===== config.mk =====
export PLATFORM = sky130hd
export DESIGN_NAME = omni_drive_heading_mixer
export DESIGN_NICKNAME = d
export VERILOG_FILES = /design/src/rtl/odm_pkg.sv /design/src/rtl/odm_mul.sv /design/src/rtl/omni_drive_heading_mixer.sv
export VERILOG_INCLUDE_DIRS = /design/src /design/src/rtl
export SDC_FILE = /design/constraint.sdc
export NUM_CORES = 2
export LEC_CHECK = 0
export ABC_AREA = 1
export BUFFER_PORTS_ARGS = -buffer_cell sky130_fd_sc_hd__buf_2
export CORE_UTILIZATION = 48
export CTS_CLUSTER_SIZE = 40
export DETAILED_ROUTE_END_ITERATION = 7
export MAX_ROUTING_LAYER = met4
export PLACE_DENSITY = 0.74
export SLEW_MARGIN = 20
export SYNTH_ARGS = -nofsm -noshare
export SYNTH_HDL_FRONTEND = slang
export SYNTH_SLANG_ARGS = --single-unit

===== constraint.sdc =====
create_clock -name clk -period 10.56 [get_ports clk]
set_input_delay 1.056 -clock clk [delete_from_list [all_inputs] [get_ports clk]]
set_output_delay 1.056 -clock clk [all_outputs]
set_load 0.02 [all_outputs]

===== src/rtl/omni_drive_heading_mixer_defines.svh =====
// assertion macros shared by the heading mixer rtl
`ifndef OMNI_DRIVE_HEADING_MIXER_DEFINES_SVH
`define OMNI_DRIVE_HEADING_MIXER_DEFINES_SVH

// same-cycle implication
`define ODM_ASSERT_SAME(label, ante, cons) \
  label: assert property (@(posedge clk) disable iff (rst) (ante) |-> (cons)) \
    else $error("heading mixer check failed");

// next-cycle implication
`define ODM_ASSERT_NEXT(label, ante, cons) \
  label: assert property (@(posedge clk) disable iff (rst) (ante) |=> (cons)) \
    else $error("heading mixer check failed");

`endif


===== src/rtl/odm_pkg.sv =====
package odm_pkg;

  localparam int MulAW = 34;
  localparam int MulBW = 18;
  localparam int MulPW = MulAW + MulBW;

  typedef logic signed [MulAW-1:0] mul_a_t;
  typedef logic signed [MulBW-1:0] mul_b_t;
  typedef logic signed [MulPW-1:0] mul_p_t;

  typedef enum logic [2:0] {
    REG_KP,
    REG_KI,
    REG_KD,
    REG_WEIGHT,
    REG_FULL_SCALE,
    REG_MIN_DRIVE,
    REG_WHEEL_TRIG,
    REG_WHEEL_SCALES
  } cfg_reg_t;

  function automatic logic signed [23:0] sat24(input mul_p_t v);
    logic signed [23:0] r;
    if (v > mul_p_t'(64'sd8388607)) begin
      r = 24'sh7FFFFF;
    end else if (v < mul_p_t'(-64'sd8388608)) begin
      r = 24'sh800000;
    end else begin
      r = v[23:0];
    end
    return r;
  endfunction

  function automatic logic signed [31:0] sat32(input logic signed [33:0] v);
    logic signed [31:0] r;
    if (v > 34'sh07FFFFFFF) begin
      r = 32'sh7FFFFFFF;
    end else if (v < -34'sh080000000) begin
      r = 32'sh80000000;
    end else begin
      r = v[31:0];
    end
    return r;
  endfunction

endpackage


===== src/rtl/odm_mul.sv =====
module odm_mul (
  input  logic            clk,
  input  logic            rst,
  input  logic            start,
  input  odm_pkg::mul_a_t a,
  input  odm_pkg::mul_b_t b,
  output logic            done,
  output odm_pkg::mul_p_t prod
);
  import odm_pkg::*;

  localparam int CntW = $clog2(MulBW);
  localparam logic [CntW-1:0] LastBit = CntW'(MulBW - 1);

  mul_p_t          mcand;
  mul_b_t          mplier;
  logic [CntW-1:0] cnt;
  logic            busy;

  // one multiplier bit per cycle, the top bit carries negative weight
  always_ff @(posedge clk) begin
    if (rst) begin
      busy <= 1'b0;
      done <= 1'b0;
    end else begin
      done <= 1'b0;
      if (start) begin
        mcand  <= {{(MulPW-MulAW){a[MulAW-1]}}, a};
        mplier <= b;
        prod   <= '0;
        cnt    <= '0;
        busy   <= 1'b1;
      end else if (busy) begin
        if (mplier[0]) begin
          prod <= (cnt == LastBit) ? prod - mcand : prod + mcand;
        end
        mcand  <= mcand <<< 1;
        mplier <= mplier >>> 1;
        cnt    <= cnt + 1'b1;
        if (cnt == LastBit) begin
          busy <= 1'b0;
          done <= 1'b1;
        end
      end
    end
  end

endmodule


===== src/rtl/omni_drive_heading_mixer.sv =====
// Four-wheel omni drive mixer with PID heading hold. One command word in,
// one word of four duty counts and four direction bits out. All multiplications
// run through a single bit-serial 34x18 multiplier: 31 products per
// command, one after another. The next command is taken as soon as the
// result sits in the output register, even while that result is stalled.
// Configuration writes are taken every cycle and must only happen while
// the block is idle. SINE_TABLE_ENTRIES is taken as a power of two.
`include "omni_drive_heading_mixer_defines.svh"

module omni_drive_heading_mixer #(
  parameter int PWM_BITS           = 13,
  parameter int SINE_TABLE_ENTRIES = 256
) (
  input  logic                clk,
  input  logic                rst,
  input  logic                cfg_valid,
  output logic                cfg_ready,
  input  logic [2:0]          cfg_index,
  input  logic [63:0]         cfg_data,
  input  logic                in_valid,
  output logic                in_stall,
  input  logic signed [15:0]  speed_command,
  input  logic [15:0]         travel_direction,
  input  logic [15:0]         target_heading,
  input  logic [15:0]         current_heading,
  output logic                out_valid,
  input  logic                out_stall,
  output logic [PWM_BITS-1:0] pwm_front_left,
  output logic [PWM_BITS-1:0] pwm_front_right,
  output logic [PWM_BITS-1:0] pwm_back_left,
  output logic [PWM_BITS-1:0] pwm_back_right,
  output logic                dir_front_left,
  output logic                dir_front_right,
  output logic                dir_back_left,
  output logic                dir_back_right
);
  import odm_pkg::*;

  localparam int SineBits = $clog2(SINE_TABLE_ENTRIES);
  localparam logic [15:0] AngMask = 16'(17'h10000 - (17'd1 << (16 - SineBits)));
  localparam logic [16:0] PwmMax = 17'((1 << PWM_BITS) - 1);

  typedef enum logic [1:0] {IDLE, ISSUE, WAIT, FIN} state_t;
  typedef enum logic [3:0] {
    ST_SIN_XX, ST_SIN_T1, ST_SIN_T2, ST_SIN_T3,
    ST_X1, ST_X2, ST_Y1, ST_Y2,
    ST_KI, ST_KP, ST_KD,
    ST_W_FS, ST_W_GAIN, ST_W_NEW, ST_W_OLD
  } step_t;

  state_t state;
  step_t  step;

  logic [31:0] kp, ki, kd, wheel_trig;
  logic [16:0] weight;
  logic [12:0] full_scale, min_drive;
  logic [63:0] wheel_scales;

  logic signed [31:0] integral;
  logic signed [15:0] last_err;
  logic signed [23:0] smoothed [4];

  logic signed [15:0] vel, err;
  logic [15:0]        dir, ang;
  logic               sin_sel;
  logic [15:0]        x2, t;
  logic signed [15:0] sdir, cdir;
  logic signed [31:0] p1;
  logic signed [16:0] xv, yv;
  logic signed [23:0] pterm;
  logic signed [33:0] turn;
  logic signed [23:0] n10, gterm;
  mul_p_t             accn;
  logic [1:0]         wheel;
  logic [PWM_BITS-1:0] pwm_w [4];
  logic               dir_w [4];

  logic   mul_start, mul_done;
  mul_a_t mul_a;
  mul_b_t mul_b;
  mul_p_t prod;

  odm_mul u_mul (
    .clk   (clk),
    .rst   (rst),
    .start (mul_start),
    .a     (mul_a),
    .b     (mul_b),
    .done  (mul_done),
    .prod  (prod)
  );

  assign cfg_ready = 1'b1;
  assign in_stall  = (state != IDLE);
  assign mul_start = (state == ISSUE);

  // quarter-wave folding of the quantized angle
  logic [15:0] p_ang;
  logic [1:0]  quad;
  logic [14:0] r_lo, r_eff;
  logic [15:0] x_val;
  assign p_ang = ang & AngMask;
  assign quad  = p_ang[15:14];
  assign r_lo  = {1'b0, p_ang[13:0]};
  assign r_eff = quad[0] ? 15'd16384 - r_lo : r_lo;
  assign x_val = {r_eff, 1'b0};

  logic signed [15:0] sw, cw, gain;
  logic [16:0]        w_eff, w_comp;
  logic signed [16:0] diff;
  logic signed [17:0] a_mix, b_mix;
  logic signed [33:0] cmd;
  assign sw     = wheel_trig[31:16];
  assign cw     = wheel_trig[15:0];
  assign gain   = wheel_scales[(3 - wheel) * 16 +: 16];
  assign w_eff  = (weight > 17'h10000) ? 17'h10000 : weight;
  assign w_comp = 17'h10000 - w_eff;
  assign diff   = {err[15], err} - {last_err[15], last_err};
  assign a_mix  = {xv[16], xv} + {yv[16], yv};
  assign b_mix  = {yv[16], yv} - {xv[16], xv};

  always_comb begin
    case (wheel)
      2'd0:    cmd = {{16{a_mix[17]}}, a_mix} + turn;
      2'd1:    cmd = {{16{b_mix[17]}}, b_mix} - turn;
      2'd2:    cmd = {{16{b_mix[17]}}, b_mix} + turn;
      default: cmd = {{16{a_mix[17]}}, a_mix} - turn;
    endcase
  end

  always_comb begin
    unique case (step)
      ST_SIN_XX: begin mul_a = {18'b0, x_val}; mul_b = {2'b0, x_val}; end
      ST_SIN_T1: begin mul_a = 34'sd2320;      mul_b = {2'b0, x2};    end
      ST_SIN_T2: begin mul_a = {18'b0, t};     mul_b = {2'b0, x2};    end
      ST_SIN_T3: begin mul_a = {18'b0, t};     mul_b = {2'b0, x_val}; end
      ST_X1: begin
        mul_a = {{18{sdir[15]}}, sdir}; mul_b = {{2{sw[15]}}, sw};
      end
      ST_X2: begin
        mul_a = {{2{p1[31]}}, p1};      mul_b = {{2{vel[15]}}, vel};
      end
      ST_Y1: begin
        mul_a = {{18{cdir[15]}}, cdir}; mul_b = {{2{cw[15]}}, cw};
      end
      ST_Y2: begin
        mul_a = {{2{p1[31]}}, p1};      mul_b = {{2{vel[15]}}, vel};
      end
      ST_KI: begin mul_a = {2'b0, ki}; mul_b = {{2{err[15]}}, err}; end
      ST_KP: begin mul_a = {2'b0, kp}; mul_b = {{2{err[15]}}, err}; end
      ST_KD: begin mul_a = {2'b0, kd}; mul_b = {diff[16], diff};    end
      ST_W_FS: begin mul_a = cmd; mul_b = {5'b0, full_scale}; end
      ST_W_GAIN: begin
        mul_a = {{10{n10[23]}}, n10}; mul_b = {{2{gain[15]}}, gain};
      end
      ST_W_NEW: begin
        mul_a = {{10{gterm[23]}}, gterm}; mul_b = {1'b0, w_eff};
      end
      ST_W_OLD: begin
        mul_a = {{10{smoothed[wheel][23]}}, smoothed[wheel]};
        mul_b = {1'b0, w_comp};
      end
      default: begin mul_a = '0; mul_b = '0; end
    endcase
  end

  // sine result: clamp and mirror into the lower half wave
  logic [16:0]        sin_raw;
  logic [14:0]        sin_mag;
  logic signed [15:0] sin_val;
  assign sin_raw = prod[31:15];
  assign sin_mag = (sin_raw > 17'd32767) ? 15'h7FFF : sin_raw[14:0];
  assign sin_val = quad[1] ? -{1'b0, sin_mag} : {1'b0, sin_mag};

  // new smoothed value and its duty, rounded half away from zero
  logic signed [23:0] s_new;
  logic signed [24:0] s_ext, s_mag;
  logic [24:0]        s_rnd;
  logic [16:0]        m_val, m_min, m_sat;
  logic               s_pos;
  logic [PWM_BITS-1:0] duty;
  assign s_new = sat24((accn + prod) >>> 16);
  assign s_ext = {s_new[23], s_new};
  assign s_mag = s_new[23] ? -s_ext : s_ext;
  assign s_rnd = s_mag + 25'sd512;
  assign m_val = {2'b0, s_rnd[24:10]};
  assign s_pos = !s_new[23] && (m_val != 17'd0);
  assign m_min = (m_val < {4'b0, min_drive}) ? {4'b0, min_drive} : m_val;
  assign m_sat = (m_min > PwmMax) ? PwmMax : m_min;
  assign duty  = (m_val > 17'd150) ? m_sat[PWM_BITS-1:0] : '0;

  logic signed [33:0] int_sum;
  logic signed [25:0] dterm;
  assign int_sum = {{2{integral[31]}}, integral} + {{6{prod[51]}}, prod[51:24]};
  assign dterm   = prod[49:24];

  always_ff @(posedge clk) begin
    if (rst) begin
      state        <= IDLE;
      step         <= ST_SIN_XX;
      out_valid    <= 1'b0;
      kp           <= 32'd3019899;
      ki           <= 32'd0;
      kd           <= 32'd15099494;
      weight       <= 17'd16384;
      full_scale   <= 13'd8191;
      min_drive    <= 13'd0;
      wheel_trig   <= 32'd1518492290;
      wheel_scales <= 64'd4611756388245323776;
      integral     <= '0;
      last_err     <= '0;
      for (int i = 0; i < 4; i++) begin
        smoothed[i] <= '0;
      end
    end else begin
      if (cfg_valid) begin
        unique case (cfg_reg_t'(cfg_index))
          REG_KP:           kp           <= cfg_data[31:0];
          REG_KI:           ki           <= cfg_data[31:0];
          REG_KD:           kd           <= cfg_data[31:0];
          REG_WEIGHT:       weight       <= cfg_data[16:0];
          REG_FULL_SCALE:   full_scale   <= cfg_data[12:0];
          REG_MIN_DRIVE:    min_drive    <= cfg_data[12:0];
          REG_WHEEL_TRIG:   wheel_trig   <= cfg_data[31:0];
          REG_WHEEL_SCALES: wheel_scales <= cfg_data;
          default: ;
        endcase
      end

      // in FIN a taken word is replaced by the next one
      if (out_valid && !out_stall && state != FIN) begin
        out_valid <= 1'b0;
      end

      unique case (state)
        IDLE: begin
          if (in_valid) begin
            vel     <= speed_command;
            dir     <= travel_direction;
            ang     <= travel_direction;
            err     <= target_heading - current_heading;
            sin_sel <= 1'b0;
            step    <= ST_SIN_XX;
            state   <= ISSUE;
          end
        end
        ISSUE: state <= WAIT;
        WAIT: begin
          if (mul_done) begin
            if (step == ST_W_OLD && wheel == 2'd3) begin
              state <= FIN;
            end else begin
              state <= ISSUE;
            end
            unique case (step)
              ST_SIN_XX: begin x2 <= prod[30:15]; step <= ST_SIN_T1; end
              ST_SIN_T1: begin t <= 16'd21024 - prod[30:15]; step <= ST_SIN_T2; end
              ST_SIN_T2: begin t <= 16'd51472 - prod[30:15]; step <= ST_SIN_T3; end
              ST_SIN_T3: begin
                if (!sin_sel) begin
                  sdir    <= sin_val;
                  ang     <= dir + 16'h4000;
                  sin_sel <= 1'b1;
                  step    <= ST_SIN_XX;
                end else begin
                  cdir <= sin_val;
                  step <= ST_X1;
                end
              end
              ST_X1: begin p1 <= prod[31:0]; step <= ST_X2; end
              ST_X2: begin xv <= prod[46:30]; step <= ST_Y1; end
              ST_Y1: begin p1 <= prod[31:0]; step <= ST_Y2; end
              ST_Y2: begin yv <= prod[46:30]; step <= ST_KI; end
              ST_KI: begin integral <= sat32(int_sum); step <= ST_KP; end
              ST_KP: begin pterm <= prod[47:24]; step <= ST_KD; end
              ST_KD: begin
                turn     <= {{10{pterm[23]}}, pterm} + {{2{integral[31]}}, integral}
                            + {{8{dterm[25]}}, dterm};
                last_err <= err;
                wheel    <= 2'd0;
                step     <= ST_W_FS;
              end
              ST_W_FS:   begin n10 <= sat24(prod >>> 5); step <= ST_W_GAIN; end
              ST_W_GAIN: begin gterm <= sat24(prod >>> 14); step <= ST_W_NEW; end
              ST_W_NEW:  begin accn <= prod; step <= ST_W_OLD; end
              ST_W_OLD: begin
                smoothed[wheel] <= s_new;
                pwm_w[wheel]    <= duty;
                dir_w[wheel]    <= wheel[0] ? s_pos : !s_pos;
                step            <= ST_W_FS;
                if (wheel != 2'd3) begin
                  wheel <= wheel + 1'b1;
                end
              end
              default: step <= ST_SIN_XX;
            endcase
          end
        end
        FIN: begin
          if (!out_valid || !out_stall) begin
            pwm_front_left  <= pwm_w[0];
            pwm_front_right <= pwm_w[1];
            pwm_back_left   <= pwm_w[2];
            pwm_back_right  <= pwm_w[3];
            dir_front_left  <= dir_w[0];
            dir_front_right <= dir_w[1];
            dir_back_left   <= dir_w[2];
            dir_back_right  <= dir_w[3];
            out_valid       <= 1'b1;
            state           <= IDLE;
          end
        end
        default: state <= IDLE;
      endcase
    end
  end

  `ODM_ASSERT_NEXT(a_accept_starts, in_valid && !in_stall, state == ISSUE)
  `ODM_ASSERT_SAME(a_done_in_wait, mul_done, state == WAIT)
  `ODM_ASSERT_NEXT(a_fin_loads, state == FIN && (!out_valid || !out_stall), out_valid && state == IDLE)

endmodule

==> out/metrics.cfg <==
[timing]
setup_viol = 0
slew_viol_final = 0
relSlewSlack_pct = 20.2
clock_skew_ps = 68.2
rsz0062_at_grt = no
final.setup.tns_ps = 0
timing.fmax_mhz = 122
finalHoldViolCount = 0
period_needed_ps = 8220
max_slew.worst_pin.slew_ps = 1200
period_share_pct = 77.9

[critical_path]
critPathLaunchType = flip-flop
path_max_fanout = 44
r2r_slack_ps = 2340
cp_num_buf_inv = 6
crit_type = reg -> reg
cp_top_family = simple AND/OR/NAND/NOR gates
crit_top_cell = nand2_1
slowest_delay_ps = 740
critPathArrivalTime_ps = 8710
cp.required_ps = 11050
worstSetupEndpointType = flip-flop
cp_slowest_cell = edfxtp_1

[synthesis]
ys_types = 65
synthCells = 7071
synth_nets = 7575
synth_edf_count = 674
synthTopCellsByArea = edfxtp_1, dfxtp_1, nand2_1, ha_1, nor2_1
async_flop_share_pct = 0
ys_ff_latch = 968
synth.cell_area_um2 = 57700
synth_top_flop_cell = edfxtp_1
ys_seq_area_share_pct = 45.3
yosysTopAreaCell = edfxtp_1
synth_top_area_share_pct = 35.1
synth_area_per_cell_um2 = 8.16
synth_warnings = 0

[detailed_routing]
drc = 0
drt_iter0_drc = 6095
vias = 50600
first_pass_iters = 6
wl_per_cell_um = 20.7
viasPerCell = 5.67
totalWireLength_um = 185000
ant_nets = 0

[clock_tree]
hold_buffers = 0
root_buffer = clkbuf_16
clkTransAtPathRegs_ps = 60
postCtsSetupBuffers = 0
tritoncts = done
cts_buffer_depth = 3
cts_max_level = 3
worstSkewPairLatency_ps = 740
clock-sinks = 968
cts_buffers = 103
post_cts_resized = 0

[floorplanning]
dieArea_um2 = 122000
die_h_um = 349
core_area_um2 = 119000
row_count = 126
initial_utilization_pct = 48.7
die_x_um = 349
pin_count = 195

[layout]
regArea_um2 = 26100
area_growth_pct = 11.2
multiInputGateArea_um2 = 27600
final_cell_mix = nand2_1, nor2_1, inv_1, edfxtp_1, o21ai_0
fillCellCount = 10800
stdcell_count = 8924
final_nets = 7730
layout-drive-gt1-share_pct = 8.39
utilization_pct = 54.1
final_common_cell = nand2_1

[global_routing]
overflow = 0
grt_pass1_wl_um = 276000
grt_usage_pct = 30.5
antenna_found_initial = 3
grt_pass1_vias = 47300
grt_max_degree = 105

[power_and_ir_drop]
p_clk_share_pct = 37.0
p_per_area_nw_per_um2 = 159
pwr-share-comb_pct = 19.7
power_frac_seq_pct = 43.2
intPower_mw = 7.07
power_mw = 10.2
p_sw_mw = 3.11
vdd_ir_drop_max_mv = 0.148
leakagePower_nw = 28.3
swShare_pct = 30.6

[flow_run]
cap_viol_max_count = 0

[place]
numPlacedInstances = 8721
gp_congestion = 0.995
port_buffers = 185
dp.final_hpwl_um = 135000

[hold_path]
worstHoldPathType = reg -> reg

[outcome]
outcome = complete, no violations

==> flip-flops by register name, summed over array words and instances (netlist names), 18 cells and up, named ones only <==
signal,flops
accn,52
gterm,24
integral,32
kd,32
ki,32
kp,32
n10,24
p1,32
pterm,24
pwm_w,52
smoothed,96
turn,34
u_mul.mcand,52
u_mul.mplier,18
u_mul.prod,52
wheel_scales,64
wheel_trig,32
==> power by group through the flow <==
stage / Clock [mW] / Combinational (mW) / Sequential (mW)
2_1_floorplan: 0 / 1.34 / 4.47
3_3_place_gp: 0 / 1.91 / 4.47
3_5_place_dp: 0 / 1.95 / 4.48
4_1_cts: 3.81 / 1.97 / 4.40
5_1_grt: 3.94 / 2.22 / 4.41
6_report: 3.77 / 2.01 / 4.40
==> Yosys cell counts, types with 12 or more instances <==
cell	count
a21o_1	19
a21oi_1	543
a221oi_1	58
a22o_1	25
a31oi_1	39
buf_1	15
clkbuf_1	210
dfxtp_1	294
edfxtp_1	674
fa_1	41
ha_1	327
inv_1	806
inv_2	27
nand2_1	1456
nand2_2	39
nand3_1	257
nand3_2	13
nand4_1	73
nor2_1	932
nor2_2	23
nor3_1	50
nor4_1	24
o2111ai_1	12
o211ai_1	24
o21a_1	21
o21ai_0	631
o21bai_1	28
o22ai_1	16
o31ai_1	13
xnor2_1	58
xor2_1	190
==> metrics by stage <==
stage | hold slack, ps | instance area (um^2) | worst slack, ps
floorplan | 400 | 57700 | 5000
global placement | 400 | 60600 | 2620
detailed placement | 405 | 60600 | 2520
CTS | 417 | 64100 | 2530
global route | 422 | 64100 | 1710
finish | 416 | 64200 | 2340
==> area by class of cell <==
class	instances	share of cell area, %
antenna	8	0.0312
clock inverter	71	1.23
inverter	841	4.93
tap	1600	3.12
clock buffer	124	4.30
multi-input combinational	5024	43.0
sequential	968	40.7
timing repair buffer	288	2.64
==> routing by layer <==
layer	track usage (%)	wire length, um
met1	38.8	74500
met2	46.6	81400
met3	5.20	18100
met4	16.2	11100
met5	-	0
==> worst reg2reg max path: cells and delay by family, from the launching register on <==
kind	cells	cell delay [ps]
buf+inv	6	1030
fa+ha+maj	3	1000
flops	1	740
compound gates	6	850
simple gates	23	3830
xor+xnor	1	550
==> worst paths after layout <==
kind / startpoint / endpoint / cells after the start
min reg2reg: pwm_w[3][12] / pwm_back_right[12] / 0
max reg2reg: u_mul.prod[15] / pwm_w[2][11] / 39
min: pwm_w[3][12] / pwm_back_right[12] / 0
max: u_mul.prod[15] / pwm_w[2][11] / 39
==> cell families after synthesis <==
logic type,synth area share [%]
xor gates and xnor gates,3.76
other,0.00650
DFF,45.3
adders and majority gates,8.51
buffers and inverters,7.13
and+or+nand+nor,20.7
AOI/OAI and AO/OA,14.6
Power figures use the tool's default switching activity.
